### src/bce_pkg.sv
// ----------------------------------------------------------------------------
// bce_pkg: shared types, constants and lookup tables
// LiPo discharge curve, field widths, register indexes and sequencer states
// for the battery charge estimator.
// ----------------------------------------------------------------------------
`default_nettype none

package bce_pkg;

    localparam int ADC_W        = 12;  // width of the sample field
    localparam int FS_W         = 13;  // full_scale_mv register
    localparam int BIAS_W       = 10;  // bias_mv register
    localparam int MV_W         = 14;  // millivolt values
    localparam int PCT_W        = 7;   // percentages
    localparam int TBL_MV_W     = 13;  // table millivolts
    localparam int TBL_IDX_W    = 5;   // table index, up to 32 entries
    localparam int TABLE_STORED = 21;
    localparam int PROD_W       = FS_W + ADC_W;
    localparam int NUM_W        = MV_W + PCT_W;
    localparam int CFG_IDX_W    = 1;

    localparam int DEF_TABLE_ENTRIES = 21;
    localparam int DEF_ADC_BITS      = 12;

    localparam logic [FS_W-1:0]   FS_RESET   = FS_W'(6600);
    localparam logic [BIAS_W-1:0] BIAS_RESET = BIAS_W'(200);
    localparam logic [PCT_W-1:0]  PCT_MAX    = PCT_W'(100);
    localparam logic [MV_W-1:0]   MV_MAX     = {MV_W{1'b1}};

    localparam logic [CFG_IDX_W-1:0] REG_FULL_SCALE = 1'b0;
    localparam logic [CFG_IDX_W-1:0] REG_BIAS       = 1'b1;

    typedef enum logic [3:0] {
        ST_IDLE,
        ST_SCALE,
        ST_VOLT,
        ST_SEARCH,
        ST_DIFF,
        ST_MULT,
        ST_DIVIDE,
        ST_PCT,
        ST_DONE
    } state_t;

    // Discharge curve, full charge first
    function automatic logic [TBL_MV_W-1:0] lipo_mv(input logic [TBL_IDX_W-1:0] idx);
        logic [TBL_MV_W-1:0] v;
        case (idx)
            5'd0:    v = TBL_MV_W'(4200);
            5'd1:    v = TBL_MV_W'(4150);
            5'd2:    v = TBL_MV_W'(4110);
            5'd3:    v = TBL_MV_W'(4080);
            5'd4:    v = TBL_MV_W'(4020);
            5'd5:    v = TBL_MV_W'(3980);
            5'd6:    v = TBL_MV_W'(3950);
            5'd7:    v = TBL_MV_W'(3910);
            5'd8:    v = TBL_MV_W'(3870);
            5'd9:    v = TBL_MV_W'(3850);
            5'd10:   v = TBL_MV_W'(3840);
            5'd11:   v = TBL_MV_W'(3820);
            5'd12:   v = TBL_MV_W'(3800);
            5'd13:   v = TBL_MV_W'(3790);
            5'd14:   v = TBL_MV_W'(3770);
            5'd15:   v = TBL_MV_W'(3750);
            5'd16:   v = TBL_MV_W'(3730);
            5'd17:   v = TBL_MV_W'(3710);
            5'd18:   v = TBL_MV_W'(3690);
            5'd19:   v = TBL_MV_W'(3610);
            5'd20:   v = TBL_MV_W'(3270);
            default: v = '0;
        endcase
        return v;
    endfunction

    function automatic logic [PCT_W-1:0] lipo_pct(input logic [TBL_IDX_W-1:0] idx);
        logic [PCT_W-1:0] p;
        case (idx)
            5'd0:    p = PCT_W'(100);
            5'd1:    p = PCT_W'(95);
            5'd2:    p = PCT_W'(90);
            5'd3:    p = PCT_W'(85);
            5'd4:    p = PCT_W'(80);
            5'd5:    p = PCT_W'(75);
            5'd6:    p = PCT_W'(70);
            5'd7:    p = PCT_W'(65);
            5'd8:    p = PCT_W'(60);
            5'd9:    p = PCT_W'(55);
            5'd10:   p = PCT_W'(50);
            5'd11:   p = PCT_W'(45);
            5'd12:   p = PCT_W'(40);
            5'd13:   p = PCT_W'(35);
            5'd14:   p = PCT_W'(30);
            5'd15:   p = PCT_W'(25);
            5'd16:   p = PCT_W'(20);
            5'd17:   p = PCT_W'(15);
            5'd18:   p = PCT_W'(10);
            5'd19:   p = PCT_W'(5);
            default: p = '0;
        endcase
        return p;
    endfunction

endpackage

`default_nettype wire

### src/battery_charge_estimator_unit.sv
// ----------------------------------------------------------------------------
// battery_charge_estimator_unit: LiPo voltage and state-of-charge estimator
// Scales ADC words to millivolts, interpolates the discharge curve and
// smooths both values by averaging each with its previous smoothed value.
// ----------------------------------------------------------------------------
// A word goes from acceptance to result through two states that scale it,
// one compare per table entry while walking down the discharge curve, then
// a 21-step restoring division for the interpolation, and back to idle;
// at or below the last entry the division is skipped. The walk and the
// divider share a single subtractor; in_ready is low while a word is in
// work. A finished result sits in the output register and the next word is
// accepted while it waits. Configuration writes are taken at any time and
// should be made only while the block is idle.
`default_nettype none

module battery_charge_estimator_unit #(
    parameter int TABLE_ENTRIES = bce_pkg::DEF_TABLE_ENTRIES,
    parameter int ADC_BITS      = bce_pkg::DEF_ADC_BITS
) (
    input  wire logic                           clk,
    input  wire logic                           rst_n,
    input  wire logic                           in_valid,
    output logic                                in_ready,
    input  wire logic [bce_pkg::ADC_W-1:0]      adc_sample,
    output logic                                out_valid,
    input  wire logic                           out_ready,
    output logic [bce_pkg::MV_W-1:0]            voltage_mv,
    output logic [bce_pkg::PCT_W-1:0]           charge_percent,
    input  wire logic                           cfg_valid,
    output logic                                cfg_ready,
    input  wire logic [bce_pkg::CFG_IDX_W-1:0]  cfg_index,
    input  wire logic [bce_pkg::FS_W-1:0]       cfg_data
);
    import bce_pkg::*;

    localparam int TABLE_USED = (TABLE_ENTRIES < TABLE_STORED) ? TABLE_ENTRIES : TABLE_STORED;
    localparam int IDX_W      = $clog2(TABLE_USED + 1);
    localparam int MASK_BITS  = (ADC_BITS < ADC_W) ? ADC_BITS : ADC_W;
    localparam logic [ADC_W-1:0] SAMPLE_MASK = ADC_W'((32'd1 << MASK_BITS) - 32'd1);
    localparam int CNT_W      = $clog2(NUM_W);
    localparam int SUB_W      = TBL_MV_W + 1;

    state_t state_reg, state_next;

    logic                 out_valid_reg, out_valid_next;
    logic                 primed_reg, primed_next;
    logic [MV_W-1:0]      avg_v_reg, avg_v_next;
    logic [PCT_W-1:0]     avg_p_reg, avg_p_next;
    logic [FS_W-1:0]      fs_reg;
    logic [BIAS_W-1:0]    bias_reg;

    logic [ADC_W-1:0]     sample_reg, sample_next;
    logic [PROD_W-1:0]    prod_reg, prod_next;
    logic [MV_W-1:0]      mv_reg, mv_next;
    logic [IDX_W-1:0]     idx_reg, idx_next;
    logic [NUM_W-1:0]     num_reg, num_next;
    logic [TBL_MV_W-1:0]  rem_reg, rem_next;
    logic [TBL_MV_W-1:0]  div_reg, div_next;
    logic [PCT_W-1:0]     dp_reg, dp_next;
    logic [PCT_W-1:0]     pct_reg, pct_next;
    logic [CNT_W-1:0]     cnt_reg, cnt_next;

    // shared subtractor
    logic [SUB_W-1:0]     sub_a, sub_b;
    logic [SUB_W:0]       sub_res;
    logic                 borrow;

    logic [TBL_IDX_W-1:0] tidx, tidx_hi;
    logic [PROD_W:0]      volt_sum;
    logic [PCT_W:0]       pct_sum;
    logic [MV_W:0]        v_sum;
    logic [PCT_W:0]       p_sum;
    logic                 at_end;
    logic                 out_free;

    assign tidx     = TBL_IDX_W'(idx_reg);
    assign tidx_hi  = TBL_IDX_W'(idx_reg - IDX_W'(1));
    assign at_end   = (idx_reg == IDX_W'(TABLE_USED));
    assign out_free = !out_valid_reg || out_ready;

    always_comb
    begin
        sub_a = '0;
        sub_b = '0;
        case (state_reg)
            ST_SEARCH:
            begin
                sub_a = {1'b0, lipo_mv(tidx)};
                sub_b = mv_reg;
            end
            ST_DIFF:
            begin
                sub_a = mv_reg;
                sub_b = {1'b0, lipo_mv(tidx)};
            end
            ST_DIVIDE:
            begin
                sub_a = {rem_reg, num_reg[NUM_W-1]};
                sub_b = {1'b0, div_reg};
            end
            default:
            begin
                sub_a = '0;
                sub_b = '0;
            end
        endcase
    end

    assign sub_res = {1'b0, sub_a} - {1'b0, sub_b};
    assign borrow  = sub_res[SUB_W];

    // next state
    always_comb
    begin
        state_next = state_reg;
        case (state_reg)
            ST_IDLE:
                if (in_valid)
                    state_next = ST_SCALE;
            ST_SCALE:
                state_next = ST_VOLT;
            ST_VOLT:
                state_next = ST_SEARCH;
            ST_SEARCH:
                if (at_end)
                    state_next = ST_DONE;
                else if (borrow)
                    state_next = ST_DIFF;
            ST_DIFF:
                state_next = ST_MULT;
            ST_MULT:
                state_next = ST_DIVIDE;
            ST_DIVIDE:
                if (cnt_reg == '0)
                    state_next = ST_PCT;
            ST_PCT:
                state_next = ST_DONE;
            ST_DONE:
                if (out_free)
                    state_next = ST_IDLE;
            default:
                state_next = ST_IDLE;
        endcase
    end

    // datapath and outputs
    always_comb
    begin
        sample_next    = sample_reg;
        prod_next      = prod_reg;
        mv_next        = mv_reg;
        idx_next       = idx_reg;
        num_next       = num_reg;
        rem_next       = rem_reg;
        div_next       = div_reg;
        dp_next        = dp_reg;
        pct_next       = pct_reg;
        cnt_next       = cnt_reg;
        primed_next    = primed_reg;
        avg_v_next     = avg_v_reg;
        avg_p_next     = avg_p_reg;
        out_valid_next = out_valid_reg && !out_ready;

        volt_sum = {1'b0, prod_reg >> ADC_BITS} + (PROD_W + 1)'(bias_reg);
        pct_sum  = {1'b0, num_reg[PCT_W-1:0]} + {1'b0, lipo_pct(tidx)};
        v_sum    = {1'b0, avg_v_reg} + {1'b0, mv_reg};
        p_sum    = {1'b0, avg_p_reg} + {1'b0, pct_reg};

        case (state_reg)
            ST_IDLE:
                if (in_valid)
                    sample_next = adc_sample & SAMPLE_MASK;
            ST_SCALE:
                prod_next = PROD_W'(fs_reg * sample_reg);
            ST_VOLT:
            begin
                if (volt_sum > (PROD_W + 1)'(MV_MAX))
                    mv_next = MV_MAX;
                else
                    mv_next = volt_sum[MV_W-1:0];
                idx_next = '0;
            end
            ST_SEARCH:
                if (at_end)
                    pct_next = '0;
                else if (borrow)
                begin
                    // above the top entry the top segment is extrapolated
                    if (idx_reg == '0)
                        idx_next = IDX_W'(1);
                end
                else
                    idx_next = idx_reg + IDX_W'(1);
            ST_DIFF:
            begin
                num_next = NUM_W'(sub_res[MV_W-1:0]);
                rem_next = '0;
                div_next = lipo_mv(tidx_hi) - lipo_mv(tidx);
                dp_next  = lipo_pct(tidx_hi) - lipo_pct(tidx);
                cnt_next = CNT_W'(NUM_W - 1);
            end
            ST_MULT:
                num_next = NUM_W'(num_reg[MV_W-1:0] * dp_reg);
            ST_DIVIDE:
            begin
                rem_next = borrow ? sub_a[TBL_MV_W-1:0] : sub_res[TBL_MV_W-1:0];
                num_next = {num_reg[NUM_W-2:0], !borrow};
                cnt_next = cnt_reg - CNT_W'(1);
            end
            ST_PCT:
                if (num_reg > NUM_W'(PCT_MAX) || pct_sum > {1'b0, PCT_MAX})
                    pct_next = PCT_MAX;
                else
                    pct_next = pct_sum[PCT_W-1:0];
            ST_DONE:
                if (out_free)
                begin
                    if (primed_reg)
                    begin
                        avg_v_next = v_sum[MV_W:1];
                        avg_p_next = p_sum[PCT_W:1];
                    end
                    else
                    begin
                        avg_v_next = mv_reg;
                        avg_p_next = pct_reg;
                    end
                    primed_next    = 1'b1;
                    out_valid_next = 1'b1;
                end
            default:
            begin
                out_valid_next = out_valid_reg && !out_ready;
            end
        endcase
    end

    assign in_ready       = (state_reg == ST_IDLE);
    assign out_valid      = out_valid_reg;
    assign voltage_mv     = avg_v_reg;
    assign charge_percent = avg_p_reg;
    assign cfg_ready      = 1'b1;

    always_ff @(posedge clk or negedge rst_n)
    begin
        if (!rst_n)
        begin
            state_reg     <= ST_IDLE;
            out_valid_reg <= 1'b0;
            primed_reg    <= 1'b0;
            avg_v_reg     <= '0;
            avg_p_reg     <= '0;
            fs_reg        <= FS_RESET;
            bias_reg      <= BIAS_RESET;
        end
        else
        begin
            state_reg     <= state_next;
            out_valid_reg <= out_valid_next;
            primed_reg    <= primed_next;
            avg_v_reg     <= avg_v_next;
            avg_p_reg     <= avg_p_next;
            if (cfg_valid && cfg_index == REG_FULL_SCALE)
                fs_reg <= cfg_data;
            if (cfg_valid && cfg_index == REG_BIAS)
                bias_reg <= cfg_data[BIAS_W-1:0];
        end
    end

    always_ff @(posedge clk)
    begin
        sample_reg <= sample_next;
        prod_reg   <= prod_next;
        mv_reg     <= mv_next;
        idx_reg    <= idx_next;
        num_reg    <= num_next;
        rem_reg    <= rem_next;
        div_reg    <= div_next;
        dp_reg     <= dp_next;
        pct_reg    <= pct_next;
        cnt_reg    <= cnt_next;
    end

`ifndef SYNTHESIS
    a_pct_range: assert property (@(posedge clk) disable iff (!rst_n)
        out_valid_reg |-> (avg_p_reg <= PCT_MAX))
        else $error("charge percent above full");

    a_div_nonzero: assert property (@(posedge clk) disable iff (!rst_n)
        (state_reg == ST_DIVIDE) |-> (div_reg != '0))
        else $error("interpolation divisor is zero");

    a_primed: assert property (@(posedge clk) disable iff (!rst_n)
        out_valid_reg |-> primed_reg)
        else $error("result shown before first reading");

    a_idx_range: assert property (@(posedge clk) disable iff (!rst_n)
        (state_reg == ST_SEARCH) |-> (idx_reg <= IDX_W'(TABLE_USED)))
        else $error("table walk past end");
`endif

endmodule

`default_nettype wire

### config.mk
export PLATFORM = sky130hd
export DESIGN_NAME = battery_charge_estimator_unit
export DESIGN_NICKNAME = d
export VERILOG_FILES = /design/src/bce_pkg.sv /design/src/battery_charge_estimator_unit.sv
export SDC_FILE = /design/constraint.sdc
export NUM_CORES = 1
export LEC_CHECK = 0
export BUFFER_PORTS_ARGS = -buffer_cell sky130_fd_sc_hd__buf_2
export CAP_MARGIN = 10
export CELL_PAD_IN_SITES_DETAIL_PLACEMENT = 0
export CELL_PAD_IN_SITES_GLOBAL_PLACEMENT = 1
export CORE_UTILIZATION = 30
export DETAILED_ROUTE_END_ITERATION = 8
export GPL_ROUTABILITY_DRIVEN = 0
export PLACE_DENSITY_LB_ADDON = 0.1
export RECOVER_POWER = 50
export SLEW_MARGIN = 20
export SYNTH_ARGS = -nofsm -noshare
export SYNTH_HDL_FRONTEND = slang
export SYNTH_SLANG_ARGS = --single-unit
### constraint.sdc
create_clock -name clk -period 5.55 [get_ports clk]
set_input_delay 0.555 -clock clk [delete_from_list [all_inputs] [get_ports clk]]
set_output_delay 0.555 -clock clk [all_outputs]
set_load 0.01 [all_outputs]
==> out/metrics.yaml, run 1 <==
crit_chain: "buf_4 -> buf_4 -> and2_1 -> fa_1 -> fa_1 -> fa_1 -> fa_1 -> inv_1 -> fa_1 -> inv_1 -> ha_4 -> o21a_1 -> a2111oi_4 -> o21ai_2 -> buf_4 -> and3_4 -> or3_1 -> and2_1"
maxCapViolCount: 1
cp_max_fo: 5
rrSetupSlack_ps: 10
syn_avg_cell_area_um2: 9.27
grt_pass1_wl_um: 84900
yosysTopAreaCellShare: 0.186
setup_viol: 0
synth-seq-area-share: 0.260
die_w_um: 252
cts_sinks: 177
synth_top_cells_by_count: "291 x inv_1, 252 x nand2_1, 184 x ha_1, 175 x fa_1, 126 x and2_1"
synth.area.top_cells: "fa_1 19%, edfxtp_1 17%, ha_1 12%"
n_antenna_cell: 0
ant_nets: 0
status: "complete, but fails checks"
worst_path_max_delay_cell: "dfstp_2"
slowest_delay_ps: 610
slew_violations: 51
netlist_area_mm2: 0.0188
ys.warnings.count: 0
first_global_vias: 14745
hold_viol: 0
cp-startpoint: "fs_reg[3]$_DFFE_PN1P_"
crit_family: "adder cells"
synthCells: 2029
violations: "max-capacitance violations, max-slew violations"
antenna_found_initial: 0
path_buf_inv: 5
drt_first_pass_iters: 6
numCtsBuffers: 17
cp.required_ps: 5810
route.detailed.drc: 0
grt_overflow: 0
clockBufferDepth: 2
chipHeight_um: 252
gr-usage-all-layers: 0.175
clock-root-buffer: "clkbuf_16"
ios: 55
std_cell_rows: 91
place_area_mm2: 0.0206
finalNetCount: 2528
ys_ff_latch: 177
period_share: 0.998
reg2regPathDepth: 18
cp.depth: 18
async_flop_share: 0.282
hold_path_class: "in2reg"
fmax_mhz: 181
clk_pin_slew_ps: 80
initial_core_util: 0.304
fillers: 6501
wl_per_cell_um: 17.8
clock_latency_ps: 500
startpoint_type: "register"
postSynthNetCount: 2419
drive_gt1_frac: 0.123
syn_to_final_growth_pct: 13.5
crit_top_cell: "fa_1"
drtIter0Drc: 833
ys_types: 90
rsz0062_at_grt: "yes"
vias: 14342
crit_end: "prod_reg[20]$_DFFE_PP_"
h-tree-depth: 4
worst-setup-path-type: "reg2reg"
wirelength_um: 53300
port_buffers: 53
r2r_end: "prod_reg[20]$_DFFE_PP_"
dieArea_mm2: 0.0637
tightest_slew_ps: 3350
fin_skew_ps: 17.1
routed_via_density: 4.80
endpoint_kind: "register"
cts-hold-fix-buffers: 0
critical_path_arrival_ps: 5800
period_needed_ps: 5540
synth_top_cell_by_area: "fa_1"
fin_area_mm2: 0.0213
cts_tree: "built"
grt_max_degree: 51
coreArea_mm2: 0.0618
dp_hpwl_um: 43300
r2r-start: "fs_reg[3]$_DFFE_PN1P_"
synth_most_common_cell: "inv_1"
slew_headroom: -1.23
synth_enable_flop_cells: 109
synth_flop_cell: "edfxtp_1"
[how the worst min path moves through the flow]
| stage | from | endpoint | slack (ps) | depth (start not counted) |
|---|---|---|---|---|
| after floorplan | rst_n | bias_reg[0]$_DFFE_PN0P_ | 260 | 0 |
| after global placement | voltage_mv[8]$_DFFE_PN0P_ | voltage_mv[8]$_DFFE_PN0P_ | 500 | 2 |
| after global routing | adc_sample[9] | sample_reg[9]$_DFFE_PP_ | 200 | 1 |
| final | adc_sample[10] | sample_reg[10]$_DFFE_PP_ | 240 | 1 |
| after CTS | adc_sample[9] | sample_reg[9]$_DFFE_PP_ | 200 | 1 |
| after detailed placement | voltage_mv[6]$_DFFE_PN0P_ | voltage_mv[6]$_DFFE_PN0P_ | 500 | 2 |
[cell type report]
type | instances | area (um2) | area share
inverter | 292 | 1100 | 0.0514
sequential | 177 | 4900 | 0.230
clock inverter | 15 | 156 | 0.00733
tap | 837 | 1050 | 0.0491
timing repair buffer | 174 | 1130 | 0.0529
multi-input combinational | 1476 | 12600 | 0.590
clock buffer | 17 | 425 | 0.0199
[metal layers]
| layer | wire length [um] | up-vias | global-route usage | share of wire |
|---|---|---|---|---|
| met5 | 0 | - | 0 | 0 |
| met4 | 535 | 0 | 0.0350 | 0.010 |
| met3 | 1750 | 29 | 0.0263 | 0.033 |
| met2 | 24400 | 202 | 0.277 | 0.46 |
| met1 | 26600 | 7114 | 0.251 | 0.50 |
| li1 | - | 6997 | - | - |
[repair_timing]
| item | 4_1_cts | 5_1_grt |
|---|---|---|
| resized for setup | 15 | 18 |
| setup buffers | 3 | 12 |
| gates cloned | 0 | 0 |
| setup endpoints to repair | 10 | 11 |
| pin swaps | 12 | 18 |
[worst register-to-register path, cell delays in order (launching register included)]
cell       delay, ps
dfstp_2          610
buf_4            140
buf_4            110
and2_1           130
fa_1             450
fa_1             570
fa_1             440
fa_1             500
inv_1             60
fa_1             520
inv_1             60
ha_4             230
o21a_1           130
a2111oi_4        450
o21ai_2          140
buf_4            150
and3_4           170
or3_1            290
and2_1           150
[layout by cell type, fill, tap and decap left out, types with 12 or more instances in the layout]
master and n:
a21o_1 15, a22oi_1 13, xnor2_1 56, mux2i_1 23, a222oi_1 18, ha_1 180
inv_1 286, nor3_1 28, o21a_1 12, o21ai_0 91, a211oi_1 14, dfrtp_1 39
clkbuf_1 29, xor2_1 24, buf_2 31, nand2_1 250, nor2b_1 18, nand2b_1 14
a21oi_1 82, mux2_2 24, nor2_1 102, nand3_1 31, and3_1 13, buf_4 112
o21bai_1 18, fa_1 171, and2_1 126, dfxtp_1 18, edfxtp_1 109, clkbuf_16 17
[through the flow]
stage	utilization	TNS [ps]	instances	hold WS, ps	setup slack [ps]
3_3_place_gp	0.333	-3410	2941	496	-608
6_report	0.345	0	2988	237	12.7
3_5_place_dp	0.333	-3640	2941	501	-642
4_1_cts	0.344	-5.27	2976	195	-5.27
5_1_grt	0.345	-860	2988	202	-229
2_1_floorplan	-	0	2029	259	16.1
[logic make-up (layout without fill, tap and decap cells)]
| logic type | Yosys count | after routing | synth area share |
|---|---|---|---|
| fa+ha+maj | 359 | 359 | 0.309 |
| xor+xnor | 81 | 81 | 0.0377 |
| flops | 177 | 177 | 0.260 |
| simple gates | 635 | 635 | 0.163 |
| buf+inv | 376 | 498 | 0.0769 |
| other cells | 1 | 1 | 0.000199 |
| mux | 49 | 49 | 0.0284 |
| compound gates | 351 | 351 | 0.125 |
Power of run 1 is left out: the tool's default activity adds up to more than one toggle a clock period on the data nets, which glitch-free logic cannot reach.
==> run 2: changes to the inputs <==
--- a/config.mk
+++ b/config.mk
@@ -12,7 +12,7 @@
 export CORE_UTILIZATION = 30
 export DETAILED_ROUTE_END_ITERATION = 8
 export GPL_ROUTABILITY_DRIVEN = 0
-export PLACE_DENSITY_LB_ADDON = 0.1
+export PLACE_DENSITY = 0.63
 export RECOVER_POWER = 50
 export SLEW_MARGIN = 20
 export SYNTH_ARGS = -nofsm -noshare
==> out/metrics.yaml, run 2 (synthesis results as in run 1) <==
holdWs_ps: 238
reg2regPathDepth: 18
period_needed_ps: 5650
violations: "max-capacitance violations, max-slew violations, negative setup slack"
dieArea_mm2: 0.0637
numCtsBuffers: 17
gr-usage-all-layers: 0.168
status: "complete, but fails checks"
startpoint_type: "register"
port_buffers: 53
antenna_found_initial: 1
route.detailed.drc: 0
finalNetCount: 2516
coreArea_mm2: 0.0618
ff_latch_area_mm2: 0.00490
final_common_cell: "inv_1"
tns_ps: -95.6
whs_path_depth: 1
hold_viol: 0
cp-startpoint: "fs_reg[6]$_DFFE_PN1P_"
initial_core_util: 0.304
fin_skew_ps: 14.4
worst-setup-path-type: "reg2reg"
chipHeight_um: 252
cts_tree: "built"
critical_path_arrival_ps: 5900
cts_sinks: 177
fin_util: 0.344
grt_pass1_wl_um: 82300
endpoint_kind: "register"
maxCapViolCount: 2
cts-hold-fix-buffers: 0
fin_ws_ps: -95.6
crit_end: "prod_reg[20]$_DFFE_PP_"
grt_max_degree: 51
drt_first_pass_iters: 6
clk_pin_slew_ps: 80
clock-root-buffer: "clkbuf_16"
ios: 55
std_cell_rows: 91
r2r_end: "prod_reg[20]$_DFFE_PP_"
first_global_vias: 14604
dp_hpwl_um: 41200
wl_met1_um: 24300
clock_latency_ps: 490
wl_per_cell_um: 17.1
r2r-start: "fs_reg[6]$_DFFE_PN1P_"
cp_max_fo: 11
route.met2.wl_um: 23600
top_layer: "met4"
wirelength_um: 51000
dp_slack_ps: -587
multiInputGateArea_mm2: 0.0126
rsz0062_at_grt: "yes"
wl_met3_um: 2340
syn_to_final_growth_pct: 13.2
clockBufferDepth: 2
tightest_slew_ps: 3490
slew_headroom: -1.33
h-tree-depth: 4
hold_path_class: "in2reg"
n_antenna_cell: 0
cp.required_ps: 5800
drive_gt1_frac: 0.118
slew_violations: 89
fillers: 6381
fmax_mhz: 177
setup_viol: 1
period_share: 1.02
rrSetupSlack_ps: -100
vias: 14433
die_w_um: 252
ant_nets: 0
drtIter0Drc: 1023
routed_via_density: 4.85
grt_overflow: 0
layout_common_cells: "288 x inv_1, 249 x nand2_1, 179 x ha_1, 173 x fa_1, 126 x and2_1"
==> run 2: cell count changes in the layout (fill, tap and decap cells not counted), sizes merged <==
cell,delta
inv,-5
clkinvlp,+1
bufinv,+1
buf,-12
clkinv,+3
==> run 2: layout make-up <==
class / instances / area share
Clock buffer: 17 / 0.0200
Clock inverter: 15 / 0.00788
Inverter: 292 / 0.0515
Multi-Input combinational cell: 1476 / 0.592
Sequential cell: 177 / 0.230
Tap cell: 837 / 0.0492
Timing Repair Buffer: 162 / 0.0488
==> run 2: timing repair <==
action / in CTS / in global routing
gates resized for setup: 17 / 13
pin swaps: 16 / 14
buffers inserted: 4 / 0
endpoints found under the setup margin: 10 / 10
==> run 2: worst min-delay path by stage <==
stage / startpoint / endpoint / slack [ps]
finish: adc_sample[8] / sample_reg[8]$_DFFE_PP_ / 240
global route: adc_sample[6] / sample_reg[6]$_DFFE_PP_ / 200
CTS: adc_sample[10] / sample_reg[10]$_DFFE_PP_ / 190
detailed placement: bias_reg[9]$_DFFE_PN0P_ / bias_reg[9]$_DFFE_PN0P_ / 500
global placement: bias_reg[4]$_DFFE_PN0P_ / bias_reg[4]$_DFFE_PN0P_ / 500
floorplan: rst_n / bias_reg[0]$_DFFE_PN0P_ / 260
==> run 2: through the flow <==
stage / instances / cell area (um2)
after floorplan: 2029 / 18800
after detailed placement: 2940 / 20600
after global routing: 2976 / 21300
after global placement: 2940 / 20600
after CTS: 2976 / 21300
final: 2976 / 21300
==> run 2: per-layer routing <==
layer  global-route usage  up-vias
li1                     -     6969
met4               0.0431        0
met5                    0        -
met3               0.0286       37
met2                0.269      301
met1                0.233     7126
==> run 2: worst max-delay path: stages, from the launching register on <==
cell       delay, ps
dfstp_2          560
buf_4            180
nand2_1           80
fa_1             490
inv_1             60
fa_1             560
fa_1             450
fa_1             550
inv_1             60
fa_1             530
inv_1             40
ha_1             300
o21a_1           150
a2111oi_4        470
o21ai_2          140
buf_4            150
and3_1           190
or3_1            310
and2_1           150
Power of run 2 is left out for the same reason.
